==> src/design/nfci_pkg.sv <==
// Shared types and constants of the NOR flash command interface.
// Used by nfci_cmd, nfci_array and the top level; depends on nothing.
`default_nettype none

package nfci_pkg;

	// word address width of the flash array
	localparam int ADDR_WIDTH = 16;
	localparam int WORD_WIDTH = 16;

	typedef logic [ADDR_WIDTH-1:0] aidx_t;
	typedef logic [WORD_WIDTH-1:0] word_t;

	// read mode codes as seen on the result
	typedef enum logic [1:0] {
		RM_ARRAY = 2'd0,
		RM_ID    = 2'd1,
		RM_CFI   = 2'd2
	} rmode_t;

	// unlock addresses and command bytes
	localparam logic [15:0] UNLOCK_A       = 16'h5555;
	localparam logic [15:0] UNLOCK_B       = 16'h2AAA;
	localparam logic [7:0]  CMD_UNLOCK1    = 8'hAA;
	localparam logic [7:0]  CMD_UNLOCK2    = 8'h55;
	localparam logic [7:0]  CMD_ID_ENTRY   = 8'h90;
	localparam logic [7:0]  CMD_CFI_ENTRY  = 8'h98;
	localparam logic [7:0]  CMD_RESET      = 8'hF0;
	localparam logic [7:0]  CMD_PROGRAM    = 8'hA0;
	localparam logic [7:0]  CMD_ERASE      = 8'h80;
	localparam logic [7:0]  CMD_ERASE_CHIP = 8'h10;

	// register reset values
	localparam logic [7:0]  MFR_CODE_RST  = 8'hBF;
	localparam logic [15:0] DEV_CODE_RST  = 16'h234B;
	localparam logic [4:0]  SIZE_CODE_RST = 5'd21;

	// register indexes on the configuration port
	localparam logic [1:0] REG_MFR_CODE  = 2'd0;
	localparam logic [1:0] REG_DEV_CODE  = 2'd1;
	localparam logic [1:0] REG_SIZE_CODE = 2'd2;

	// ID and CFI query addresses
	localparam logic [15:0] ID_ADDR_MFR   = 16'h0000;
	localparam logic [15:0] ID_ADDR_DEV   = 16'h0001;
	localparam logic [15:0] CFI_ADDR_Q    = 16'h0010;
	localparam logic [15:0] CFI_ADDR_R    = 16'h0011;
	localparam logic [15:0] CFI_ADDR_Y    = 16'h0012;
	localparam logic [15:0] CFI_ADDR_CS0  = 16'h0013;
	localparam logic [15:0] CFI_ADDR_CS1  = 16'h0014;
	localparam logic [15:0] CFI_ADDR_SIZE = 16'h0027;

	localparam word_t CFI_Q   = 16'h0051;
	localparam word_t CFI_R   = 16'h0052;
	localparam word_t CFI_Y   = 16'h0059;
	localparam word_t CFI_CS0 = 16'h0001;
	localparam word_t CFI_CS1 = 16'h0007;

	localparam word_t ERASED_WORD = {WORD_WIDTH{1'b1}};

	// decoded action of one bus access
	typedef struct packed {
		logic   prog;
		logic   erase;
		rmode_t read_mode;
	} cmd_ctrl_t;

	// access request to the array store
	typedef struct packed {
		logic  rd_en;
		aidx_t rd_addr;
		logic  wr_en;
		aidx_t wr_addr;
		word_t wr_data;
		logic  clear_start;
	} mem_req_t;

endpackage

`default_nettype wire

==> src/design/nfci_cmd.sv <==
// Command sequencer: unlock / command decoding and the read mode register.
// Depends on nfci_pkg.
`default_nettype none

module nfci_cmd (
	input  wire               clk,
	input  wire               arst_n,
	input  wire               commit,
	input  wire               is_write,
	input  wire [15:0]        address,
	input  wire [15:0]        wdata,
	output nfci_pkg::cmd_ctrl_t ctrl
);
	import nfci_pkg::*;

	typedef enum logic [6:0] {
		ST_IDLE    = 7'b0000001,
		ST_UNLOCK1 = 7'b0000010,
		ST_UNLOCK2 = 7'b0000100,
		ST_PROGRAM = 7'b0001000,
		ST_ERASE1  = 7'b0010000,
		ST_ERASE2  = 7'b0100000,
		ST_ERASE3  = 7'b1000000
	} step_t;

	step_t  step_q, step_d, step_w;
	rmode_t mode_q, mode_d, mode_w;
	logic   program_w, erase_w;
	logic   hit_a, hit_b;
	logic [7:0] cmd;

	assign cmd   = wdata[7:0];
	assign hit_a = (address == UNLOCK_A);
	assign hit_b = (address == UNLOCK_B);

	// next step for a write; anything off-sequence falls back to idle
	always_comb begin
		step_w    = ST_IDLE;
		mode_w    = mode_q;
		program_w = 1'b0;
		erase_w   = 1'b0;
		case (step_q)
			ST_IDLE: begin
				if (hit_a && cmd == CMD_UNLOCK1) step_w = ST_UNLOCK1;
			end
			ST_UNLOCK1: begin
				if (hit_b && cmd == CMD_UNLOCK2) step_w = ST_UNLOCK2;
			end
			ST_UNLOCK2: begin
				if (hit_a) begin
					case (cmd)
						CMD_ID_ENTRY:  mode_w = RM_ID;
						CMD_CFI_ENTRY: mode_w = RM_CFI;
						CMD_RESET:     mode_w = RM_ARRAY;
						CMD_PROGRAM:   step_w = ST_PROGRAM;
						CMD_ERASE:     step_w = ST_ERASE1;
						default:       step_w = ST_IDLE;
					endcase
				end
			end
			ST_PROGRAM: begin
				program_w = 1'b1;
			end
			ST_ERASE1: begin
				if (hit_a && cmd == CMD_UNLOCK1) step_w = ST_ERASE2;
			end
			ST_ERASE2: begin
				if (hit_b && cmd == CMD_UNLOCK2) step_w = ST_ERASE3;
			end
			ST_ERASE3: begin
				if (hit_a && cmd == CMD_ERASE_CHIP) erase_w = 1'b1;
			end
			default: step_w = ST_IDLE;
		endcase
	end

	// reads leave the sequence untouched
	always_comb begin
		step_d = is_write ? step_w : step_q;
		mode_d = is_write ? mode_w : mode_q;
		ctrl.prog      = is_write && program_w;
		ctrl.erase     = is_write && erase_w;
		ctrl.read_mode = mode_d;
	end

	always_ff @(posedge clk or negedge arst_n) begin
		if (!arst_n) begin
			step_q <= ST_IDLE;
			mode_q <= RM_ARRAY;
		end else if (commit) begin
			step_q <= step_d;
			mode_q <= mode_d;
		end
	end

endmodule

`default_nettype wire

==> config.mk <==
export PLATFORM = sky130hd
export DESIGN_NAME = nfci_cmd
export DESIGN_NICKNAME = d
export VERILOG_FILES = /design/src/design/nfci_pkg.sv /design/src/design/nfci_cmd.sv
export SDC_FILE = /design/constraint.sdc
export NUM_CORES = 1
export LEC_CHECK = 0
export BUFFER_PORTS_ARGS = -buffer_cell sky130_fd_sc_hd__buf_2
export CELL_PAD_IN_SITES_DETAIL_PLACEMENT = 1
export CELL_PAD_IN_SITES_GLOBAL_PLACEMENT = 1
export CORE_ASPECT_RATIO = 1.1
export CORE_UTILIZATION = 29
export CTS_CLUSTER_DIAMETER = 100
export CTS_CLUSTER_SIZE = 14
export DETAILED_ROUTE_END_ITERATION = 8
export PLACE_DENSITY = 0.73
export SYNTH_ARGS = -nofsm -noshare
export SYNTH_HDL_FRONTEND = slang
export SYNTH_SLANG_ARGS = --single-unit
==> constraint.sdc <==
create_clock -name clk -period 1.5 [get_ports clk]
set_input_delay 0.15 -clock clk [delete_from_list [all_inputs] [get_ports clk]]
set_output_delay 0.15 -clock clk [all_outputs]
set_load 0.02 [all_outputs]
* Yosys cells after proc, flatten, opt, wreduce, memory -nomap -nowiden
Cells that the tools add are included.
Widths: inputs -> output; s select.
** Operators by class
- Equal/unequal tests :: 17
- Reduce and logical (&&, ||, !) cells :: 6
- Mux-type cells :: 14
** Operators by type and width (number)
- $eq 8x8->1 const B :: 6
- $pmux 7 s5 :: 1
- $eq 16x14->1 const B :: 1
- $eq 16x15->1 const B :: 1
- $pmux 5 s2 :: 1
- $eq 8x5->1 const B :: 1
- $eq 8x7->1 const B :: 1
- $mux 2 :: 4
- $eq 7x1->1 const B :: 1
- $eq 7x2->1 const B :: 1
- $eq 7x3->1 const B :: 1
- $eq 7x4->1 const B :: 1
- $eq 7x5->1 const B :: 1
- $eq 7x6->1 const B :: 1
- $eq 7x7->1 const B :: 1
- $mux 7 :: 1
- $mux 6 :: 1
- $pmux 2 s3 :: 1
- $logic_and 1x1->1 :: 5
- $mux 5 :: 1
- $mux 1 :: 3
- $mux 3 :: 1
- $reduce_and 2->1 :: 1
** Storage, ports and cells
- Output and inout port bits :: 4
- Bits in registers :: 9
- Logic and storage cells :: 39
- Input port bits :: 36

* Logic depth before layout (Yosys ltp)
Gate-level depths: netlist of the first run.
- Depth after elaboration :: 5
- Gate-level depth with buffers :: 6
- Gate-level depth less buffers :: 5

* Worst setup path after synthesis of the first run
Ideal clock, no wire load.
- Path kind :: register to output
- Start point :: reg step_q[1]
- End point :: out ctrl[0] (netlist bit)
- Setup slack :: -0.149 ns
- Arrival time :: 1.499 ns
- Path buffers :: 1
- Required time :: 1.350 ns
- Cell stages (with the launch flop) :: 6
- Cell sequence :: dfrtp_1 buf_4 nor4b_2 and4_1 nand3_2 o21ai_1
** RTL lines
- start, declared :: RTL line nfci_cmd.sv:26 : step_t step_q, step_d, step_w;
- start signal, assigned :: RTL line nfci_cmd.sv:91 : step_q <= step_d;
- end, declared :: RTL line nfci_cmd.sv:12 : output nfci_pkg::cmd_ctrl_t ctrl

==> out/qor.csv, run 1 <==
metric;value;unit
run status;finished, violations left;
failing checks;negative setup slack;
initial antenna violation count;0;
Final WS setup;-0.3895;ns
Die Height;58.94;um
Die X;53.76;um
Post-synth ARST share;100.0;%
layout cells sized above 1;56.65;%
YS warnings;0;
number of global-route vias before repair;1233;
GRT Util Overall;25.62;%
R2R depth;7;
Critical Path RT;1.35;ns
Crit path top cell by count;o21ai_2;
syn nets;137;
gpl congestion;0.8159;
Final HPWL DP;2622;um
Post-synth EDFFs;0;
Finished Core Util;54.28;%
final setup skew;0.003521;ns
CP arrival;1.74;ns
Slew headroom;73.95;%
most frequent cells in the layout;36 x buf_4, 28 x buf_2, 12 x nand2_1, 8 x nor2_1;
worst reg2reg path startpoint;step_q[1]$_DFFE_PN0P_;
grt met1 use;27.40;%
mapped cell area;854.6;um^2
RSZ-0062 raised after global routing;yes;
TritonCTS Buffers;3;
via count;1153;
part of the Yosys area used for sequential elements;26.50;%
Rows;20;
First DRT Iteration DRCs;11;
CP Capture Type;output port;
critical path cell sequence;nor4b_4 > and4_4 > nand3_4 > o21ai_2 > o21ai_2 > buf_2;
core region area;2778;um^2
Critical path origin;step_q[1]$_DFFE_PN0P_;
worst skew pair latency;0.29;ns
Yosys reg bits;9;
TritonCTS clock tree;built;
Synth Instances;101;
Setup crit end;ctrl[1];
drt total wl;3870;um
H-Tree Depth;1;
DRC Markers;0;
final hold viol count;0;
worst slack, placed;-0.2000;ns
Buffers on Ports;31;
Sum Neg Setup Slack;-1.867;ns
Yosys top cell area share;23.43;%
Area growth, synth to finish;76.43;%
DP Area;1271;um^2
CTS Sinks;9;
largest area contributor in the netlist;dfrtp_1;
first-pass GRT wire length;5768;um
mean post-synth cell area;8.461;um^2
delay of the slowest critical-path stage;0.43;ns
GRT Max-Usage Layer;met2;
final net count;210;
Max Slew Vio Count;0;
Most used DFF post-synth;dfrtp_1;
max cap viols;0;
crit share post-route;126.0;%
CTS clk-pin slew, worst paths;0.07;ns
Slowest-stage cell, CP;dfrtp_1;
# setup viols final;8;
crit path max fanout;5;
Vias per Instance;5.597;
Synth area leaders;dfrtp_1 23%, nor4b_1 6.1%, nor4bb_1 5.9%, nand2_1 5.3%, o31ai_1 4.4%;
Final Cell Area;1508;um^2
Wirelength per Cell;18.79;um
antenna fix cells;0;
worst min path class;in -> reg;
Worst setup SP type;flop;
Initial Util;30.77;%
WS Path Type;reg -> out;
peak supply drop;0.4128;mV
Netlist cell types;37;
pin count of the biggest net entering global routing;10;
GR Overflow Total;0;
fill count;346;
M3 GR Usage;5.943;%
Root Driver;clkbuf_4;
Worst-Margin Slew;0.3890;ns
Fmax;0.5292;GHz
M2 GR Usage;41.98;%
minimum clock period;1.890;ns
I/O Pins;40;
power per cell area;488.7;nW/um^2
1st-pass router iterations;4;
Lkg Pwr;0.0006459;uW
most common cell after layout, fill and taps aside;buf_4;
Clock Path Buffers;2;
total die area;3168;um^2
Final ANT Viol Nets;0;
reg2reg setup slack;-0.19;ns
RR Endpoint;mode_q[1]$_DFFE_PN0P_;
[metrics by stage]
step	total power (uW)	std cells	hold slack, ns
global route	761.4	206	0.2093
CTS	707.1	203	0.2050
finish	736.8	206	0.1894
global placement	455.1	189	0.01161
floorplan	356.4	101	-0.1456
detailed placement	462.4	189	0.01448
[how the worst min path moves through the flow]
| stage | start | endpoint | cells after the start |
|---|---|---|---|
| 2_1_floorplan | arst_n | mode_q[0]$_DFFE_PN0P_ | 0 |
| 3_3_place_gp | arst_n | step_q[2]$_DFFE_PN0P_ | 1 |
| 3_5_place_dp | arst_n | step_q[6]$_DFFE_PN0P_ | 1 |
| 4_1_cts | wdata[5] | step_q[4]$_DFFE_PN0P_ | 3 |
| 5_1_grt | wdata[5] | step_q[4]$_DFFE_PN0P_ | 3 |
| 6_report | wdata[5] | step_q[4]$_DFFE_PN0P_ | 3 |
[kinds of logic (layout without fill, tap and decap cells)]
logic type	count (synthesis)	in the layout	synth area share (%)
compound gates	21	21	15.52
xor+xnor	2	2	2.050
buf+inv	3	75	3.514
flops	9	9	26.50
mux	1	1	1.318
simple gates	65	65	51.10
[sequential cells by signal, indices dropped and copies added, names as in the netlist]
register	count
mode_q	2
step_q	7
[synth_stat cells, drive strengths merged (2+ instances only)]
cell    instances
o21ai           9
nor4bb          5
o31ai           5
nand4b          3
and4            3
nand3           6
nor3            3
buf             3
a21oi           2
nand2          12
nand4           5
dfrtp           8
and3            3
nor2           10
nand2b          3
nor4b           8
[power by group]
group	switching, uW	internal, uW	total, uW
sequential	8.19	252	260
clock	112	104	216
combinational	121	140	261
[cell type report]
| cell class | count | area [um^2] | share of cell area, % |
|---|---|---|---|
| Multi-Input combinational cell | 89 | 723.2 | 47.97 |
| Timing Repair Buffer | 71 | 488.0 | 32.37 |
| Tap cell | 33 | 41.29 | 2.739 |
| Clock buffer | 4 | 26.28 | 1.743 |
| Sequential cell | 9 | 229.0 | 15.19 |
[repair_timing]
action                                 CTS  global route
setup endpoints to repair                8            10
hold buffers                             1             0
pin swaps                                5             7
resized for setup                        7            19
buffers inserted                         9             3
endpoints found under the hold margin    9             0
[critical path: cells and delay by family (launching register included)]
kind,cells,cell delay [ns]
compound gates,2,0.23
buf+inv,1,0.16
flops,1,0.43
simple gates,3,0.63
[metal layers]
metal | vias to the layer above | part of all wire (%)
met5 | - | 0
met4 | 0 | 2.8
met3 | 9 | 3.4
met2 | 41 | 54
met1 | 558 | 40
li1 | 545 | -
No activity file was read; power rests on OpenSTA's default activity.
==> run 2, diff against run 1 <==
==> config.mk (replaced) <==
export PLATFORM = sky130hd
export DESIGN_NAME = nfci_cmd
export DESIGN_NICKNAME = d
export VERILOG_FILES = /design/src/design/nfci_pkg.sv /design/src/design/nfci_cmd.sv
export SDC_FILE = /design/constraint.sdc
export NUM_CORES = 1
export LEC_CHECK = 0
export CELL_PAD_IN_SITES_DETAIL_PLACEMENT = 1
export CELL_PAD_IN_SITES_GLOBAL_PLACEMENT = 1
export CORE_ASPECT_RATIO = 1.1
export CORE_UTILIZATION = 39
export CTS_CLUSTER_DIAMETER = 100
export CTS_CLUSTER_SIZE = 14
export DETAILED_ROUTE_END_ITERATION = 8
export DONT_BUFFER_PORTS = 1
export PLACE_DENSITY = 0.71
export SYNTH_ARGS = -nofsm -noshare
export SYNTH_HDL_FRONTEND = slang
export SYNTH_SLANG_ARGS = --single-unit
==> out/qor.csv, run 2 (synthesized netlist as in run 1, its figures left out) <==
metric;value;unit;change
run status;finished, violations left;;
failing checks;negative setup slack;;
most frequent cells in the layout;17 x buf_4, 12 x nand2_1, 8 x nor2_1, 7 x dfrtp_1, 6 x nor4b_1;;
Placed Instances;138;;-27%
worst slack, placed;-0.09342;ns;+0.1066 ns
Final HPWL DP;2119;um;-19%
total die area;2383;um^2;-25%
sequential cell area;227.7;um^2;-0.55%
power per cell area;521.1;nW/um^2;+6.6%
Critical path origin;step_q[1]$_DFFE_PN0P_;;
# setup viols final;8;;unchanged
drt total wl;2887;um;-25%
Die Height;51.10;um;-13%
1st-pass router iterations;4;;unchanged
RSZ-0062 raised after global routing;yes;;
final setup skew;0.008202;ns;+0.004681 ns
pin count of the biggest net entering global routing;10;;unchanged
worst skew pair latency;0.27;ns;-0.02 ns
most common cell after layout, fill and taps aside;buf_4;;
peak supply drop;0.4204;mV;+1.8%
Slew headroom;67.75;%;-6.2 points
layout cells sized above 1;39.20;%;-17 points
Fmax;0.5481;GHz;+3.6%
gpl congestion;0.8511;;+4.3%
worst reg2reg path startpoint;step_q[1]$_DFFE_PN0P_;;
number of global-route vias before repair;988;;-20%
Max Slew Vio Count;0;;unchanged
Root Driver;clkbuf_4;;
Final ANT Viol Nets;0;;unchanged
GR Overflow Total;0;;unchanged
Critical Path RT;1.35;ns;about the same
I/O Pins;40;;unchanged
fill count;248;;-28%
Overall Power;620.6;uW;-16%
first-pass GRT wire length;4409;um;-24%
Sw Share;27.46;%;-5.3 points
TritonCTS clock tree;built;;
CTS clk-pin slew, worst paths;0.06;ns;about the same
hold wc startpoint;wdata[5];;
GRT Util Overall;25.86;%;+0.25 points
NetSw;170.5;uW;-29%
CP arrival;1.67;ns;-0.07 ns
via count;942;;-18%
WS Path Type;reg -> out;;
Worst-Margin Slew;0.4770;ns;+0.08806 ns
crit path max fanout;6;;+1
Rows;17;;-15%
clock network fraction of total power;30.9;%;+1.6 points
crit share post-route;121.6;%;-4.3 points
internal cell power;450.2;uW;-9.2%
core region area;2042;um^2;-26%
Multi-input gate area;709.4;um^2;-1.9%
antenna fix cells;0;;unchanged
Wirelength per Cell;18.87;um;+0.44%
initial antenna violation count;0;;unchanged
H-Tree Depth;1;;unchanged
Comb power frac;27.3;%;-8.1 points
worst min path class;in -> reg;;
Sum Neg Setup Slack;-1.549;ns;+0.3178 ns
final net count;162;;-23%
Lkg Pwr;0.0004276;uW;-34%
CP Capture Type;output port;;
sequential fraction of design power;41.8;%;+6.5 points
Clock Path Buffers;2;;unchanged
DRC Markers;0;;unchanged
max cap viols;0;;unchanged
minimum clock period;1.824;ns;-0.06506 ns
Final WS setup;-0.3245;ns;+0.06506 ns
Largest register FFs;7;;unchanged
Largest regs;step_q x7, mode_q x2;;
Initial Util;41.85;%;+11 points
final instance count without filler cells;153;;-26%
TritonCTS Buffers;3;;unchanged
Worst setup SP type;flop;;
final hold viol count;0;;unchanged
Buffers on Ports;0;;-100%
Area growth, synth to finish;39.38;%;
Vias per Instance;6.157;;+10%
Biggest register;step_q;;
CTS Sinks;9;;unchanged
First DRT Iteration DRCs;7;;-4
Die X;46.63;um;-13%
==> run 2: routing by layer <==
metal | vias to the layer above | part of all wire [%] | track usage, %
met5 | - | 0 | 0
met1 | 461 | 39 | 28.98
met4 | 0 | 1.5 | 5.714
met3 | 4 | 4.5 | 7.420
met2 | 30 | 55 | 46.53
li1 | 447 | - | -
==> run 2: power groups by stage <==
stage | combinational (uW) | clock [uW] | sequential [uW]
5_1_grt | 183 | 203 | 260
2_1_floorplan | 97.8 | 0 | 259
3_3_place_gp | 114 | 0 | 265
3_5_place_dp | 117 | 0 | 265
4_1_cts | 167 | 193 | 259
6_report | 169 | 192 | 259
==> run 2: timing repair <==
action                     4_1_cts  5_1_grt
gates resized for setup         12        8
setup endpoints to repair        5        9
hold buffers                     2        0
hold endpoints to repair        10        0
buffers inserted                 3        7
pin swaps                        7        6
gates cloned                     0        0
==> run 2: path summary, 6_finish.rpt <==
kind                                    endpoint  slack [ns]  cells after the start
setup / recovery                         ctrl[1]       -0.32                      4
hold / removal             step_q[3]$_DFFE_PN0P_        0.02                      2
setup reg to reg           mode_q[0]$_DFFE_PN0P_       -0.26                      7
hold reg to reg            mode_q[1]$_DFFE_PN0P_        0.55                      2
max in group asynchronous  step_q[0]$_DFFE_PN1P_        0.91                      1
min in group asynchronous  step_q[3]$_DFFE_PN0P_        0.26                      1
==> run 2: worst max-delay path: stages (launching register included) <==
cell	delay [ns]
dfrtp_1	0.42
nor4b_4	0.28
and4_4	0.28
nand3_4	0.13
o21ai_2	0.29
==> run 2: area by class of cell <==
cell class	instances	area share (%)
Clock buffer	4	2.206
Timing Repair Buffer	23	16.18
Tap cell	28	2.941
Sequential cell	9	19.12
Multi-Input combinational cell	89	59.56
==> run 2: metrics by stage <==
step	hold slack, ns	util [%]	area, um^2
2_1_floorplan	-0.1456	-	902.1
3_3_place_gp	-0.1454	48.84	997.2
3_5_place_dp	-0.1454	48.84	997.2
4_1_cts	0.01398	54.72	1117
5_1_grt	0.03783	58.33	1191
6_report	0.02220	58.33	1191
==> run 3, diff against run 2 <==
--- a/config.mk
+++ b/config.mk
@@ -8,12 +8,12 @@
 export CELL_PAD_IN_SITES_DETAIL_PLACEMENT = 1
 export CELL_PAD_IN_SITES_GLOBAL_PLACEMENT = 1
 export CORE_ASPECT_RATIO = 1.1
-export CORE_UTILIZATION = 39
+export CORE_UTILIZATION = 30
 export CTS_CLUSTER_DIAMETER = 100
 export CTS_CLUSTER_SIZE = 14
 export DETAILED_ROUTE_END_ITERATION = 8
 export DONT_BUFFER_PORTS = 1
-export PLACE_DENSITY = 0.71
+export PLACE_DENSITY = 0.57
 export SYNTH_ARGS = -nofsm -noshare
 export SYNTH_HDL_FRONTEND = slang
 export SYNTH_SLANG_ARGS = --single-unit
==> out/qor.csv, run 3 (synthesized netlist as in run 1, its figures left out) <==
metric;value;unit;change
run status;finished, violations left;;
failing checks;negative setup slack;;
Hold Crit Depth;2;;unchanged
drt total wl;3211;um;+11%
max cap viols;0;;unchanged
Vias per Instance;5.982;;-2.8%
I/O Pins;40;;unchanged
most frequent cells in the layout;21 x buf_4, 12 x nand2_1, 9 x buf_6, 8 x nor2_1, 6 x nor4b_1;;
core region area;2591;um^2;+27%
fill count;308;;+24%
minimum clock period;1.799;ns;-0.02504 ns
final net count;172;;+6.2%
R2R depth;8;;+1
worst min path class;in -> reg;;
GRT Util Overall;22.89;%;-3.0 points
Worst-Margin Slew;0.4744;ns;-0.002630 ns
Placed Instances;144;;+4.3%
1st-pass router iterations;4;;unchanged
total die area;3066;um^2;+29%
Lkg Pwr;0.0004976;uW;+16%
Wirelength per Cell;19.34;um;+2.5%
Sum Neg Setup Slack;-1.595;ns;-0.04563 ns
Die Height;57.98;um;+13%
Critical Path RT;1.35;ns;about the same
Largest register FFs;7;;unchanged
Worst Hold End;step_q[3]$_DFFE_PN0P_;;
crit path max fanout;7;;+1
worst slack, placed;-0.06471;ns;+0.02871 ns
First DRT Iteration DRCs;14;;+7
# setup viols final;7;;-1
most common cell after layout, fill and taps aside;buf_4;;
Final Cell Area;1343;um^2;+13%
peak supply drop;0.3037;mV;-28%
final instance count without filler cells;166;;+8.5%
power per cell area;523.1;nW/um^2;+0.39%
Biggest register;step_q;;
reg2reg setup slack;-0.27;ns;about the same
number of global-route vias before repair;1070;;+8.3%
Slew headroom;67.93;%;+0.18 points
Finished Core Util;51.81;%;-6.5 points
Final ANT Viol Nets;0;;unchanged
Die X;52.89;um;+13%
H-Tree Depth;1;;unchanged
TritonCTS clock tree;built;;
first-pass GRT wire length;5009;um;+14%
Max Slew Vio Count;0;;unchanged
Root Driver;clkbuf_4;;
CTS clk-pin slew, worst paths;0.08;ns;+0.02 ns
hold wc startpoint;wdata[5];;
Final WS setup;-0.2994;ns;+0.02504 ns
Area growth, synth to finish;57.10;%;
antenna fix cells;0;;unchanged
TritonCTS Buffers;3;;unchanged
pin count of the biggest net entering global routing;10;;unchanged
Initial Util;32.98;%;-8.9 points
Rows;19;;+2
DRC Markers;0;;unchanged
RR Endpoint;step_q[0]$_DFFE_PN1P_;;
Final HPWL DP;2226;um;+5.0%
Largest regs;step_q x7, mode_q x2;;
DP Area;1023;um^2;+2.6%
initial antenna violation count;0;;unchanged
Buffers on Ports;0;;unchanged
worst reg2reg path startpoint;step_q[1]$_DFFE_PN0P_;;
final hold viol count;0;;unchanged
CTS Sinks;9;;unchanged
via count;993;;+5.4%
Fmax;0.5557;GHz;+1.4%
CP Capture Type;output port;;
CP arrival;1.65;ns;-0.02 ns
RSZ-0062 raised after global routing;yes;;
crit share post-route;120.0;%;-1.7 points
Worst setup SP type;flop;;
layout cells sized above 1;46.67;%;+7.5 points
worst skew pair latency;0.28;ns;about the same
gpl congestion;0.8132;;-4.5%
Clock Path Buffers;2;;unchanged
WS Path Type;reg -> out;;
GR Overflow Total;0;;unchanged
final setup skew;0.007346;ns;-0.0008557 ns
run 3: cell count changes in the layout (fill, tap and decap cells not counted), sizes merged:
| cell | before | now |
|---|---|---|
| buf | 21 | 31 |
run 3: worst max-delay path: stages (launching register included):
cell and delay, ns:
dfrtp_2 0.43, nor4b_4 0.23, and4_4 0.26, nand3_4 0.16, o21ai_4 0.19, o21ai_4 0.10
run 3: area by class of cell:
cell class	count	area, um^2	area share, %
Tap cell	31	38.79	2.889
Multi-Input combinational cell	89	748.2	55.73
Sequential cell	9	230.2	17.15
Clock buffer	4	26.28	1.957
Timing Repair Buffer	33	299.0	22.27
run 3: worst max path at each step:
stage / cells past startpoint / end / slack, ns / startpoint
final: 5 / ctrl[1] / -0.30 / step_q[1]$_DFFE_PN0P_
after detailed placement: 5 / ctrl[0] / -0.06 / step_q[1]$_DFFE_PN0P_
after floorplan: 6 / ctrl[0] / -0.05 / step_q[0]$_DFFE_PN1P_
after global routing: 5 / ctrl[0] / -0.38 / step_q[5]$_DFFE_PN0P_
after CTS: 4 / ctrl[1] / -0.33 / step_q[1]$_DFFE_PN0P_
after global placement: 5 / ctrl[0] / -0.06 / step_q[1]$_DFFE_PN0P_
run 3: what timing repair did:
| item | 4_1_cts | 5_1_grt |
|---|---|---|
| pin swaps | 6 | 9 |
| endpoints found under the setup margin | 6 | 9 |
| hold buffers | 2 | 0 |
| gates resized for setup | 16 | 17 |
| buffers inserted | 9 | 8 |
| endpoints found under the hold margin | 10 | 0 |
run 3: stage by stage:
stage          hold WS [ns]  total power (uW)
2_1_floorplan       -0.1456             356.4
3_3_place_gp        -0.1454             386.0
3_5_place_dp        -0.1454             388.2
4_1_cts             0.02578             633.0
5_1_grt             0.07499             745.7
6_report            0.07220             702.2
run 3: routing by layer:
layer / part of all wire, % / up-vias / wire (um) / global-route usage (%)
met5: 0 / - / 0 / 0
met4: 1.7 / 0 / 54 / 9.398
met3: 4.3 / 6 / 139 / 6.562
met2: 56 / 30 / 1786 / 40.33
met1: 38 / 489 / 1230 / 25.16
li1: - / 468 / - / -
run 3: where the power goes:
| group | internal (uW) | switching [uW] |
|---|---|---|
| clock | 103 | 111 |
| combinational | 138 | 91.3 |
| sequential | 252 | 6.50 |
| total | 493 | 209 |
